$ cat config.mk
export PLATFORM = sky130hd
export DESIGN_NAME = psd_front
export DESIGN_NICKNAME = d
export VERILOG_FILES = /design/src/psd_pkg.sv /design/src/psd_front.sv
export SDC_FILE = /design/constraint.sdc
export NUM_CORES = 2
export LEC_CHECK = 0
export ABC_AREA = 1
export BUFFER_PORTS_ARGS = -buffer_cell sky130_fd_sc_hd__buf_4
export CELL_PAD_IN_SITES_DETAIL_PLACEMENT = 0
export CELL_PAD_IN_SITES_GLOBAL_PLACEMENT = 1
export CORE_ASPECT_RATIO = 0.5
export CORE_MARGIN = 10
export CORE_UTILIZATION = 46
export DETAILED_ROUTE_END_ITERATION = 10
export GPL_ROUTABILITY_DRIVEN = 0
export GPL_TIMING_DRIVEN = 1
export PLACE_DENSITY = 0.81
export SETUP_SLACK_MARGIN = 0.05
export SYNTH_ARGS = -nofsm -noshare
export SYNTH_HDL_FRONTEND = slang
export SYNTH_SLANG_ARGS = --single-unit
$ cat constraint.sdc
create_clock -name aclk -period 13.4 [get_ports aclk]
set_clock_uncertainty 0.2 [all_clocks]
set_input_delay 2.01 -clock aclk [delete_from_list [all_inputs] [get_ports aclk]]
set_output_delay 2.01 -clock aclk [all_outputs]
set_load 0.005 [all_outputs]
$ cat src/psd_pkg.sv
// Shared types and constants for the point-to-segment squared distance pipeline.
// No dependencies; every other file imports this package.
package psd_pkg;

    localparam int COORD_WIDTH     = 16;
    localparam int RATIO_FRAC_BITS = 16;

    localparam int DIFF_W  = COORD_WIDTH + 1;
    localparam int SQ_W    = 2 * COORD_WIDTH;
    localparam int LEN2_W  = SQ_W + 1;
    localparam int DOT_W   = SQ_W + 2;
    localparam int PROD_W  = 2 * DIFF_W;
    localparam int QUO_W   = RATIO_FRAC_BITS + 1;
    localparam int T_W     = RATIO_FRAC_BITS + 1;
    localparam int SCALE_W = COORD_WIDTH + T_W;
    localparam int DIST_W  = SQ_W + 1;

    localparam int S_TDATA_W = ((6 * COORD_WIDTH + 7) / 8) * 8;
    localparam int M_TDATA_W = ((DIST_W + 7) / 8) * 8;

    localparam logic [T_W-1:0]     RATIO_UNITY = T_W'(1) << RATIO_FRAC_BITS;
    localparam logic [SCALE_W-1:0] ROUND_HALF  = SCALE_W'(1) << (RATIO_FRAC_BITS - 1);

    typedef logic signed [COORD_WIDTH-1:0] coord_t;
    typedef logic signed [DIFF_W-1:0]      diff_t;
    typedef logic signed [PROD_W-1:0]      prod_t;

    typedef enum logic [1:0] {
        RATIO_ZERO = 2'd0,
        RATIO_ONE  = 2'd1,
        RATIO_DIV  = 2'd2
    } ratio_kind_t;

    typedef struct packed {
        coord_t px;
        coord_t py;
        coord_t sx;
        coord_t sy;
        diff_t  dx;
        diff_t  dy;
    } geom_t;

    typedef struct packed {
        geom_t             geom;
        logic [LEN2_W-1:0] len2;
        logic [LEN2_W-1:0] rem;
        ratio_kind_t       kind;
    } front_out_t;

    typedef struct packed {
        geom_t            geom;
        logic [QUO_W-1:0] quo;
        ratio_kind_t      kind;
    } div_out_t;

endpackage

$ cat src/psd_front.sv
// Front end: segment and offset vectors, products, dot product and squared length,
// then ratio classification. Four register stages. Depends on psd_pkg.
module psd_front (
    input  logic                  aclk,
    input  logic                  aresetn,
    input  logic                  in_valid,
    output logic                  in_ready,
    input  psd_pkg::coord_t       point_x,
    input  psd_pkg::coord_t       point_y,
    input  psd_pkg::coord_t       seg_start_x,
    input  psd_pkg::coord_t       seg_start_y,
    input  psd_pkg::coord_t       seg_end_x,
    input  psd_pkg::coord_t       seg_end_y,
    output logic                  out_valid,
    input  logic                  out_ready,
    output psd_pkg::front_out_t   out_data
);
    import psd_pkg::*;

    localparam int NSTAGE = 4;

    logic [NSTAGE-1:0] valid_reg;
    logic [NSTAGE-1:0] valid_next;
    logic [NSTAGE-1:0] adv;

    geom_t             geom1_reg, geom1_next;
    diff_t             fx1_reg, fx1_next;
    diff_t             fy1_reg, fy1_next;

    geom_t             geom2_reg;
    logic [SQ_W-1:0]   sqx2_reg, sqx2_next;
    logic [SQ_W-1:0]   sqy2_reg, sqy2_next;
    prod_t             pdx2_reg, pdx2_next;
    prod_t             pdy2_reg, pdy2_next;

    geom_t             geom3_reg;
    logic [LEN2_W-1:0] len2_3_reg, len2_3_next;
    logic signed [DOT_W-1:0] dot3_reg, dot3_next;

    front_out_t        out_reg, out_next;

    prod_t             sqx_full, sqy_full;

    // ready ripples back from the output; a stage moves when empty or drained
    assign adv[NSTAGE-1] = !valid_reg[NSTAGE-1] || out_ready;
    genvar g;
    generate
        for (g = 0; g < NSTAGE - 1; g++) begin : g_adv
            assign adv[g] = !valid_reg[g] || adv[g+1];
        end
    endgenerate

    assign in_ready   = adv[0];
    assign valid_next = {valid_reg[NSTAGE-2:0], in_valid};

    always_comb begin
        geom1_next.px = point_x;
        geom1_next.py = point_y;
        geom1_next.sx = seg_start_x;
        geom1_next.sy = seg_start_y;
        geom1_next.dx = DIFF_W'(seg_end_x) - DIFF_W'(seg_start_x);
        geom1_next.dy = DIFF_W'(seg_end_y) - DIFF_W'(seg_start_y);
        fx1_next      = DIFF_W'(point_x) - DIFF_W'(seg_start_x);
        fy1_next      = DIFF_W'(point_y) - DIFF_W'(seg_start_y);
    end

    always_comb begin
        sqx_full  = $signed(geom1_reg.dx) * $signed(geom1_reg.dx);
        sqy_full  = $signed(geom1_reg.dy) * $signed(geom1_reg.dy);
        sqx2_next = sqx_full[SQ_W-1:0];
        sqy2_next = sqy_full[SQ_W-1:0];
        pdx2_next = $signed(fx1_reg) * $signed(geom1_reg.dx);
        pdy2_next = $signed(fy1_reg) * $signed(geom1_reg.dy);
    end

    always_comb begin
        len2_3_next = LEN2_W'(sqx2_reg) + LEN2_W'(sqy2_reg);
        dot3_next   = DOT_W'(pdx2_reg) + DOT_W'(pdy2_reg);
    end

    // clamp cases settle here; only the open interval uses the divider quotient
    always_comb begin
        out_next.geom = geom3_reg;
        out_next.len2 = len2_3_reg;
        out_next.rem  = dot3_reg[LEN2_W-1:0];
        if (len2_3_reg == '0 || dot3_reg[DOT_W-1] || dot3_reg == '0) begin
            out_next.kind = RATIO_ZERO;
        end else if (dot3_reg[LEN2_W-1:0] >= len2_3_reg) begin
            out_next.kind = RATIO_ONE;
        end else begin
            out_next.kind = RATIO_DIV;
        end
    end

    always_ff @(posedge aclk) begin
        if (!aresetn) begin
            valid_reg <= '0;
        end else begin
            for (int k = 0; k < NSTAGE; k++) begin
                if (adv[k]) begin
                    valid_reg[k] <= valid_next[k];
                end
            end
        end
    end

    always_ff @(posedge aclk) begin
        if (adv[0]) begin
            geom1_reg <= geom1_next;
            fx1_reg   <= fx1_next;
            fy1_reg   <= fy1_next;
        end
        if (adv[1]) begin
            geom2_reg <= geom1_reg;
            sqx2_reg  <= sqx2_next;
            sqy2_reg  <= sqy2_next;
            pdx2_reg  <= pdx2_next;
            pdy2_reg  <= pdy2_next;
        end
        if (adv[2]) begin
            geom3_reg  <= geom2_reg;
            len2_3_reg <= len2_3_next;
            dot3_reg   <= dot3_next;
        end
        if (adv[3]) begin
            out_reg <= out_next;
        end
    end

    assign out_valid = valid_reg[NSTAGE-1];
    assign out_data  = out_reg;

endmodule

==> results.md <==
- Antenna-violating nets left: 0
- CP Buf/Inv Count: 4
- Sequential element share of the synthesized area: ~28%
- R2r setup slk: 5.87 ns
- Largest net degree at the start of global routing: 121
- Detailed Route Iter0 Violations: 3723
- RR Startpoint: geom1_reg[16]
- Most common cell after layout, fill and taps aside: inv_1
- GRT overflow: 0
- Fill count: 14794
- Vias in the first global route: 54188
- Die Area: 176000 um^2
- Crit. End Element: register
- Fmax: 133 MHz
- Final setup viols: 0
- Startpoint types: register
- Post-synth EDFFs: between 600 and 700
- Largest register FFs: 166
- Sequential cell area: 20800 um^2
- Initial antenna violation count: 7
- Max clock buf depth: 3
- Syn-to-layout area delta: 9.03%
- Fin util: 50.5%
- Post-Syn Nets: 9622
- Initial core utilization: between 40% and 50%
- Slew Viols, Final: 0
- Worst Reg2Reg Path Length in Cells: 20
- Arrival @ worst endpoint: 7.74 ns
- Routed wire per std cell: roughly 18 um
- Cell count after placement: approximately 10000
- Sum Neg Setup Slack: 0 ns
- Vias per cell: 5.02
- Clock sink count: ~690
- Detailed-route via count: between 50000 and 60000
- Post-DP Area: 77300 um^2
- CTS Buf Count: 71
- Num ports: 268
- Post-Layout Inst Area: 79600 um^2
- Final Hold Fails: 0
- Antenna diodes: 0
- TritonRoute pass-1 iters: 6
- Port buffer count: 267
- Worst-Margin Slew: 1.09 ns
- # DRC: 0
- Post-Syn Area: 73000 um^2
- DIE HEIGHT: 302 um
- Share of cells above drive strength 1: 6.43%
- Crit path largest cell delay: 1.12 ns
- Width of the die: 584 um
- Max_slew headroom: a little over a quarter
- Top_reg_cell synth: edfxtp_1
- RSZ-0062 raised after global routing: no
- CTS clk-pin slew, worst paths: roughly 0.070 ns
- Syn_area_per_cell: 9.22 um^2
- Hold depth: 0
- PostCTS Resize Cnt: 0
- Routed WL: 189000 um
- Area of the multi-input gates: approximately 43000 um^2
- Commonest cells after routing, fill and taps aside: inv_1, nand2_1, fa_1
- Cell family with most CP delay: adder cells
- Hold WC Path Type: register to register
- Synth Warn #: 0
- CP required: 13.61 ns
- Post-DP HPWL: roughly 150000 um
- Layout net count: 9797
- Slowest-stage cell, CP: clkinv_1
- Seq cells post-synth: between 600 and 700
- # hold bufs at CTS: 0
- First-pass GRT wire length: 302000 um
- H-tree Lvls: 3
- Synthesized instance count: 7919
- Hold_sp: geom3_reg[2]
- Crit path kind: register to register
- Cell repeated most along the worst path: fa_1
- CP Cell Sequence: clkinv_1 > or2_2 > fa_1 > inv_1 > fa_1 > fa_1 > fa_1 > fa_1 > inv_1 > fa_1 > inv_1 > ha_1 > a21oi_1 > nor2_1 > nor2_1 > o21ai_0 > a21oi_1 > nand2_1 > nand2_1 > nand2_1
- TritonCTS clock tree: done
- Hold Path End: out_data[70]
- CTS Root Cell: clkbuf_16
- Asr flop ratio synth: 0%
- Post-Layout Cell Count: roughly 10000
- Final Cycle Share: between 50% and 60%
- Worst r2r dst: sqy2_reg[29]
- Core ar.: between 150000 and 200000 um^2
- Total of max-cap violations: 0
- Latest clock arrival within the worst-skew pair: approximately 0.7 ns
- Number of distinct library cells after synthesis: 50
- Period minus WS final: 7.53 ns
- Status: finished, final reports clean
- Crit-path max FO: 29
- Setup Fix Bufs, Post-CTS: 0
- Site Rows: 103
- Total global-route track usage: a little over a fifth
final cells by class:
type	count	area share (%)
repair buffers	312	2.96
multi-input cells	4876	54.6
well taps	2100	3.30
clock inverters	52	0.679
flip-flops and latches	693	26.1
clock buffers	76	2.31
inverters	2140	10.1
Yosys cell counts (22+ instances only):
| master | number | area share, % |
|---|---|---|
| edfxtp_1 | 689 | 28 |
| clkbuf_1 | 206 | 1.1 |
| a21oi_1 | 279 | 1.9 |
| o21bai_1 | 22 | 0.23 |
| nor2_1 | 332 | 1.7 |
| nand3_1 | 231 | 1.6 |
| nand2_2 | 29 | 0.25 |
| o21ai_0 | 142 | 0.97 |
| xnor2_1 | 41 | 0.49 |
| nand2_1 | 1760 | 9.0 |
| fa_1 | 1110 | 30 |
| inv_1 | 2134 | 11 |
| nand4_1 | 77 | 0.66 |
| nor3_1 | 54 | 0.37 |
| xor2_1 | 149 | 1.8 |
| ha_1 | 493 | 8.4 |
worst max-delay path by stage:
stage,depth (start not counted),from,to
2_1_floorplan,6,out_ready,geom2_reg[0]
3_3_place_gp,20,geom1_reg[16],sqy2_reg[29]
3_5_place_dp,20,geom1_reg[16],sqy2_reg[29]
4_1_cts,20,geom1_reg[16],sqy2_reg[29]
5_1_grt,20,geom1_reg[16],sqy2_reg[29]
6_report,20,geom1_reg[16],sqy2_reg[29]
per-stage QoR:
step	setup slack, ns	hold WS, ns
floorplan	0.495	0.200
global placement	6.10	0.201
detailed placement	5.96	0.205
CTS	5.89	0.183
global route	5.36	0.199
finish	5.87	0.186
metal layers:
layer / wire [um] / vias up / track usage (%)
met5: 13 / - / 0
met4: 3700 / 2 / 4.44
met3: 13100 / 253 / 3.84
met2: 88100 / 1400 / 36.3
met1: 84200 / 25622 / 30.2
li1: - / 24220 / -
kinds of logic after synthesis:
kind of cell,Yosys count,share of synthesized area [%]
AOI/OAI and AO/OA,529,3.99
xor gates and xnor gates,191,2.30
adders and majority gates,1603,38.9
buffers and inverters,2350,12.1
DFF,693,28.4
and+or+nand+nor,2553,14.3
Power is left out: the tool's default activity adds up to more than one toggle a clock period on the data nets, which glitch-free logic cannot reach.
