### src/psd_pkg.sv
// Shared types and constants for the point-to-segment squared distance pipeline.
// No dependencies; every other file imports this package.
package psd_pkg;

    localparam int COORD_WIDTH     = 16;
    localparam int RATIO_FRAC_BITS = 16;

    localparam int DIFF_W  = COORD_WIDTH + 1;
    localparam int SQ_W    = 2 * COORD_WIDTH;
    localparam int LEN2_W  = SQ_W + 1;
    localparam int DOT_W   = SQ_W + 2;
    localparam int PROD_W  = 2 * DIFF_W;
    localparam int QUO_W   = RATIO_FRAC_BITS + 1;
    localparam int T_W     = RATIO_FRAC_BITS + 1;
    localparam int SCALE_W = COORD_WIDTH + T_W;
    localparam int DIST_W  = SQ_W + 1;

    localparam int S_TDATA_W = ((6 * COORD_WIDTH + 7) / 8) * 8;
    localparam int M_TDATA_W = ((DIST_W + 7) / 8) * 8;

    localparam logic [T_W-1:0]     RATIO_UNITY = T_W'(1) << RATIO_FRAC_BITS;
    localparam logic [SCALE_W-1:0] ROUND_HALF  = SCALE_W'(1) << (RATIO_FRAC_BITS - 1);

    typedef logic signed [COORD_WIDTH-1:0] coord_t;
    typedef logic signed [DIFF_W-1:0]      diff_t;
    typedef logic signed [PROD_W-1:0]      prod_t;

    typedef enum logic [1:0] {
        RATIO_ZERO = 2'd0,
        RATIO_ONE  = 2'd1,
        RATIO_DIV  = 2'd2
    } ratio_kind_t;

    typedef struct packed {
        coord_t px;
        coord_t py;
        coord_t sx;
        coord_t sy;
        diff_t  dx;
        diff_t  dy;
    } geom_t;

    typedef struct packed {
        geom_t             geom;
        logic [LEN2_W-1:0] len2;
        logic [LEN2_W-1:0] rem;
        ratio_kind_t       kind;
    } front_out_t;

    typedef struct packed {
        geom_t            geom;
        logic [QUO_W-1:0] quo;
        ratio_kind_t      kind;
    } div_out_t;

endpackage

### src/psd_back.sv
// Back end: ratio rounding, projection onto the segment, error vector and
// squared distance. Five register stages, the last is the output register. Depends on psd_pkg.
module psd_back (
    input  logic                       aclk,
    input  logic                       aresetn,
    input  logic                       in_valid,
    output logic                       in_ready,
    input  psd_pkg::div_out_t          in_data,
    output logic                       out_valid,
    input  logic                       out_ready,
    output logic [psd_pkg::DIST_W-1:0] dist_squared
);
    import psd_pkg::*;

    localparam int NSTAGE = 5;

    typedef struct packed {
        coord_t px;
        coord_t py;
        coord_t sx;
        coord_t sy;
    } anchor_t;

    logic [NSTAGE-1:0] valid_reg;
    logic [NSTAGE-1:0] valid_next;
    logic [NSTAGE-1:0] adv;

    anchor_t                 anc1_reg, anc1_next;
    logic                    negx1_reg, negx1_next;
    logic                    negy1_reg, negy1_next;
    logic [COORD_WIDTH-1:0]  magx1_reg, magx1_next;
    logic [COORD_WIDTH-1:0]  magy1_reg, magy1_next;
    logic [T_W-1:0]          t1_reg, t1_next;

    anchor_t                 anc2_reg;
    logic                    negx2_reg, negy2_reg;
    logic [SCALE_W-1:0]      scx2_reg, scx2_next;
    logic [SCALE_W-1:0]      scy2_reg, scy2_next;

    diff_t                   errx3_reg, errx3_next;
    diff_t                   erry3_reg, erry3_next;

    logic [SQ_W-1:0]         sqx4_reg, sqx4_next;
    logic [SQ_W-1:0]         sqy4_reg, sqy4_next;

    logic [DIST_W-1:0]       dist5_reg, dist5_next;

    logic [QUO_W:0]          quo_inc;
    diff_t                   absx, absy;
    logic [SCALE_W-1:0]      rndx, rndy;
    logic [COORD_WIDTH-1:0]  rx, ry;
    logic signed [DIFF_W:0]  basex, basey, offx, offy, ox, oy;
    prod_t                   sqx_full, sqy_full;

    assign adv[NSTAGE-1] = !valid_reg[NSTAGE-1] || out_ready;
    genvar g;
    generate
        for (g = 0; g < NSTAGE - 1; g++) begin : g_adv
            assign adv[g] = !valid_reg[g] || adv[g+1];
        end
    endgenerate

    assign in_ready   = adv[0];
    assign valid_next = {valid_reg[NSTAGE-2:0], in_valid};

    // ratio: round the extra quotient bit half up, or take the clamp value
    always_comb begin
        anc1_next.px = in_data.geom.px;
        anc1_next.py = in_data.geom.py;
        anc1_next.sx = in_data.geom.sx;
        anc1_next.sy = in_data.geom.sy;
        quo_inc      = (QUO_W+1)'(in_data.quo) + (QUO_W+1)'(1);
        case (in_data.kind)
            RATIO_ZERO: t1_next = '0;
            RATIO_ONE:  t1_next = RATIO_UNITY;
            RATIO_DIV:  t1_next = quo_inc[QUO_W:1];
            default:    t1_next = '0;
        endcase
        negx1_next = in_data.geom.dx[DIFF_W-1];
        negy1_next = in_data.geom.dy[DIFF_W-1];
        absx       = negx1_next ? -in_data.geom.dx : in_data.geom.dx;
        absy       = negy1_next ? -in_data.geom.dy : in_data.geom.dy;
        magx1_next = absx[COORD_WIDTH-1:0];
        magy1_next = absy[COORD_WIDTH-1:0];
    end

    always_comb begin
        scx2_next = SCALE_W'(magx1_reg) * SCALE_W'(t1_reg);
        scy2_next = SCALE_W'(magy1_reg) * SCALE_W'(t1_reg);
    end

    // magnitude rounded half up gives ties away from zero once the sign returns
    always_comb begin
        rndx  = scx2_reg + ROUND_HALF;
        rndy  = scy2_reg + ROUND_HALF;
        rx    = rndx[RATIO_FRAC_BITS +: COORD_WIDTH];
        ry    = rndy[RATIO_FRAC_BITS +: COORD_WIDTH];
        basex = (DIFF_W+1)'(anc2_reg.px) - (DIFF_W+1)'(anc2_reg.sx);
        basey = (DIFF_W+1)'(anc2_reg.py) - (DIFF_W+1)'(anc2_reg.sy);
        offx  = $signed((DIFF_W+1)'(rx));
        offy  = $signed((DIFF_W+1)'(ry));
        ox    = negx2_reg ? basex + offx : basex - offx;
        oy    = negy2_reg ? basey + offy : basey - offy;
        errx3_next = ox[DIFF_W-1:0];
        erry3_next = oy[DIFF_W-1:0];
    end

    always_comb begin
        sqx_full  = $signed(errx3_reg) * $signed(errx3_reg);
        sqy_full  = $signed(erry3_reg) * $signed(erry3_reg);
        sqx4_next = sqx_full[SQ_W-1:0];
        sqy4_next = sqy_full[SQ_W-1:0];
    end

    assign dist5_next = DIST_W'(sqx4_reg) + DIST_W'(sqy4_reg);

    always_ff @(posedge aclk) begin
        if (!aresetn) begin
            valid_reg <= '0;
        end else begin
            for (int k = 0; k < NSTAGE; k++) begin
                if (adv[k]) begin
                    valid_reg[k] <= valid_next[k];
                end
            end
        end
    end

    always_ff @(posedge aclk) begin
        if (adv[0]) begin
            anc1_reg  <= anc1_next;
            negx1_reg <= negx1_next;
            negy1_reg <= negy1_next;
            magx1_reg <= magx1_next;
            magy1_reg <= magy1_next;
            t1_reg    <= t1_next;
        end
        if (adv[1]) begin
            anc2_reg  <= anc1_reg;
            negx2_reg <= negx1_reg;
            negy2_reg <= negy1_reg;
            scx2_reg  <= scx2_next;
            scy2_reg  <= scy2_next;
        end
        if (adv[2]) begin
            errx3_reg <= errx3_next;
            erry3_reg <= erry3_next;
        end
        if (adv[3]) begin
            sqx4_reg <= sqx4_next;
            sqy4_reg <= sqy4_next;
        end
        if (adv[4]) begin
            dist5_reg <= dist5_next;
        end
    end

    assign out_valid    = valid_reg[NSTAGE-1];
    assign dist_squared = dist5_reg;

    a_ratio_range: assert property (@(posedge aclk) disable iff (!aresetn)
        valid_reg[0] |-> t1_reg <= RATIO_UNITY)
        else $error("projection ratio above one");

    a_out_hold: assert property (@(posedge aclk) disable iff (!aresetn)
        valid_reg[NSTAGE-1] && !out_ready
        |=> valid_reg[NSTAGE-1] && $stable(dist5_reg))
        else $error("result changed while stalled");

endmodule

### config.mk
export PLATFORM = sky130hd
export DESIGN_NAME = psd_back
export DESIGN_NICKNAME = d
export VERILOG_FILES = /design/src/psd_pkg.sv /design/src/psd_back.sv
export SDC_FILE = /design/constraint.sdc
export NUM_CORES = 2
export LEC_CHECK = 0
export BUFFER_PORTS_ARGS = -buffer_cell sky130_fd_sc_hd__clkbuf_2
export CORE_ASPECT_RATIO = 1.2
export CORE_MARGIN = 4
export CORE_UTILIZATION = 64
export CTS_BUF_LIST = sky130_fd_sc_hd__clkbuf_4
export CTS_CLUSTER_DIAMETER = 120
export CTS_CLUSTER_SIZE = 12
export DETAILED_ROUTE_END_ITERATION = 10
export HOLD_SLACK_MARGIN = 0.03
export PLACE_DENSITY = 0.92
export SYNTH_ARGS = -nofsm -noshare
export SYNTH_HDL_FRONTEND = slang
export SYNTH_SLANG_ARGS = --single-unit
### constraint.sdc
create_clock -name aclk -period 18.14 [get_ports aclk]
set_input_delay 1.814 -clock aclk [delete_from_list [all_inputs] [get_ports aclk]]
set_output_delay 1.814 -clock aclk [all_outputs]
set_load 0.05 [all_outputs]
==> metrics.sh <==
GRT_SETUP_UNREPAIRED='no'
FINALWORSTPATHREQUIREDPERIOD_NS=7.41
ROOT_BUFFER_CELL='clkbuf_4'
MULTI_INPUT_COMB_AREA_UM2=36900
GRT_USAGE=0.272
HOLDWS_NS=0.398
REGTOREGSTARTPOINT='t1_reg[11]$_DFFE_PP_'
INITIAL_CORE_UTIL=0.648
YS_SEQ_ELEMENTS=349
WORST_R2R_PATH_DEPTH=20
SYNTH_TOP_FAMILY_BY_AREA='adder cells'
WL_PER_CELL_UM=18.0
POST_SYNTH.CELL_AREA_AVG_UM2=10.0
SYNTH.TOP_CELL.AREA_SHARE=0.355
CRITPATHMAXFANOUT=32
DESIGN.DIE.AREA_UM2=86600
WORSTSKEWPAIRLATENCY_NS=0.84
AREA_SHARE_OF_AND_OR_NAND_NOR_CELLS_AFTER_SYNTHESIS=0.134
FLOORPLAN.DIE.HEIGHT_UM=322
SYN-CELL-AREA_UM2=52400
CRITPATHCAPTURETYPE='flip-flop'
IO_BUFFERS=155
PLACEMENTROWS=114
SETUP_VIOL_COUNT_FINAL=0
REQUIRED_NS=18.74
DETAILED_PLACER_S_ENDING_HPWL_UM=92000
FIN_CRIT_SH=0.408
SYNTHARSTFLOPSHARE=0
IOPINCOUNT=156
HOLD_VIOLATIONS=0
POST_SYNTH_XOR_AREA_FRACTION=0.0510
POST_SYNTH_FA_HA_MAJ_AREA_FRACTION=0.466
MUXSHAREOFSYNTHAREA=0.00119
REG2REG_TO='scy2_reg[31]$_DFFE_PP_'
STATUS='finished clean'
SLEW-LIMIT-HEADROOM=0.0761
POST_SYNTH_INST_COUNT=5240
MAXSLEWVIOLCOUNT=0
TIMING.SETUP.TNS_NS=0
FILLERINSTANCES=5617
CP-START-KIND='flip-flop'
WORST_PIN_SLEW_NS=1.39
TIMING_WORST_SETUP_PATH_TYPE='reg -> reg'
TIMING.CRITICAL_PATH.ARRIVAL_NS=8.01
FLOORPLAN.CORE_AREA_UM2=80900
WORST_SETUP_PATH_ENDPOINT='scy2_reg[31]$_DFFE_PP_'
DETAIL_ROUTE.FIRST_PASS.ITERATIONS=9
SYNTH-COMPOUND-AREA-SHARE=0.0521
SEQUENTIAL_CELL_AREA_UM2=10400
SYNTHTOPCELLSBYAREA='fa_1, edfxtp_1, ha_1'
DRT.ANTENNA.VIOLATING_NETS=0
NUM-NETS-FINAL=6818
POST_SYNTH_NUM_CELL_TYPES=81
NETLIST.TOP_CELL.BY_AREA='fa_1'
VIAS=36500
TIMING.CRITICAL_PATH.FROM='t1_reg[11]$_DFFE_PP_'
TRITONCTS_BUFFER_COUNT=37
GRT_FIRST_PASS_WIRELENGTH_UM=192000
GRT_PASS1_VIAS=40500
CTS-HTREE-LEVELS=2
MAX_CAP_VIOLATIONS=0
DRT_DRC_VIOLATIONS_LEFT=0
SYNTH_ENABLE_FLOP_CELLS=344
GLOBAL_PLACEMENT_ROUTABILITY_CONGESTION=0.916
YOSYS_MOST_USED_DFF='edfxtp_1'
CLOCK_NET_SINK_COUNT=349
CLKTRANSATPATHREGS_NS=0.15
SYNTH.CELLS.MOST_FREQUENT='inv_1, fa_1, nand2_1'
HOLD_FIX_BUFFERS_AT_CTS=0
ACHIEVABLE-FREQUENCY_GHz=0.135
HOLD_PATH_CLASS='reg -> reg'
SYNTH.YOSYS.SEQ_AREA_SHARE=0.199
CTS_POST_SETUP_BUFFERS_INSERTED=0
POSTSYNTHNETCOUNT=6755
DRT-INITIAL-DRC-COUNT=2577
CTS_RESIZED=0
GLOBALROUTE.TOTALOVERFLOW=0
NUMBER_OF_ANTENNA_VIOLATIONS_AT_THE_FIRST_CHECK_IN_GLOBAL_ROUTING=3
YOSYSWARNINGCOUNT=0
POST-SYNTH-TOP-COUNT-CELL='inv_1'
LAYOUT-DRIVE-GT1-SHARE=0.0487
CLOCKBUFFERDEPTH=3
TOTALWIRELENGTH_UM=115000
AREA_GROWTH_PCT=3.93
FP.DIEW_UM=269
PIN_COUNT_OF_THE_BIGGEST_NET_ENTERING_GLOBAL_ROUTING=63
REG2REG_SLACK_NS=10.73
SKEW_NS=0.0712
TRITONCTS='done'
VIA_TO_CELL_RATIO=5.73
==> how the worst min path moves through the flow <==
stage                             end  slack (ns)                    from  cells past startpoint
6_report       anc2_reg[52]$_DFFE_PP_        0.40  anc1_reg[52]$_DFFE_PP_                      0
5_1_grt        anc2_reg[54]$_DFFE_PP_        0.43  anc1_reg[54]$_DFFE_PP_                      0
4_1_cts        anc2_reg[55]$_DFFE_PP_        0.41  anc1_reg[55]$_DFFE_PP_                      0
3_5_place_dp   anc2_reg[18]$_DFFE_PP_        0.40  anc1_reg[18]$_DFFE_PP_                      0
3_3_place_gp   anc2_reg[52]$_DFFE_PP_        0.40  anc1_reg[52]$_DFFE_PP_                      0
2_1_floorplan   anc2_reg[0]$_DFFE_PP_        0.40   anc1_reg[0]$_DFFE_PP_                      0
==> kinds of logic (layout without fill, tap and decap cells) <==
| kind of cell | count (synthesis) | count (layout) |
|---|---|---|
| other | 0 | 1 |
| DFF | 349 | 349 |
| xor gates and xnor gates | 303 | 303 |
| muxes | 6 | 6 |
| and+or+nand+nor | 1416 | 1416 |
| buffers and inverters | 1353 | 1427 |
| adders and majority gates | 1394 | 1394 |
| AOI/OAI and AO/OA | 419 | 419 |
==> critical path, cell delays in order, from the launching register on <==
cell and delay, ns:
edfxtp_1 1.30, nand2_1 0.23, fa_1 0.57, fa_1 0.52, fa_1 0.51, inv_1 0.06
fa_1 0.49, fa_1 0.50, inv_1 0.05, fa_1 0.48, inv_1 0.04, ha_1 0.29
a21o_1 0.19, a21o_1 0.19, a2111o_1 0.40, a21oi_1 0.38, o21ai_1 0.21, a41o_1 0.32
o22a_1 0.20, a21oi_1 0.18, xnor2_1 0.08
==> layout by cell type, fill, tap and decap left out, types with 8 or more instances in the layout <==
cell	synthesis	routed
nand4_1	16	16
o21bai_1	8	8
a21o_1	49	49
o211ai_1	8	8
o21a_1	21	21
nand2b_1	35	35
or2_2	9	9
nor2_1	157	157
nor2b_1	46	46
nor3_1	68	68
edfxtp_1	344	344
clkbuf_2	0	155
a21oi_1	113	113
o31ai_1	23	23
inv_1	1205	1205
buf_4	2	17
a21boi_0	9	9
and2_1	386	386
xor2_1	76	76
nand2_1	543	541
or3_1	19	19
fa_1	929	929
and3_1	38	38
clkbuf_4	0	42
a211oi_1	17	17
nand3_1	59	58
xnor2_1	225	225
o21ai_0	78	78
a31oi_1	23	23
and4_1	8	8
ha_1	465	465
==> per-stage QoR <==
step / cell area, um2 / setup WS, ns / util / instances
2_1_floorplan: 52400 / 11.11 / - / 5240
3_3_place_gp: 54100 / 11.07 / 0.669 / 6308
3_5_place_dp: 54100 / 10.90 / 0.669 / 6308
4_1_cts: 54500 / 10.86 / 0.674 / 6358
5_1_grt: 54500 / 10.40 / 0.674 / 6359
6_report: 54500 / 10.73 / 0.674 / 6359
==> routing by layer <==
layer | vias up | global-route usage | wire (um)
met5 | - | 0 | 27
met4 | 4 | 0.137 | 6590
met3 | 505 | 0.0393 | 7840
met2 | 1577 | 0.505 | 60300
met1 | 18100 | 0.306 | 39800
li1 | 16300 | - | -
==> area by class of cell <==
cell class                 instances  share of cell area
tap                             1044              0.0240
sequential                       349               0.191
timing repair buffer             172              0.0166
antenna                            1           0.0000459
multi-input combinational       3538               0.678
clock buffer                      42             0.00578
inverter                        1205              0.0830
clock inverter                     8             0.00140
Power is not shown: default switching activity piles up to over one toggle a cycle in this logic, so the estimate is an artifact.
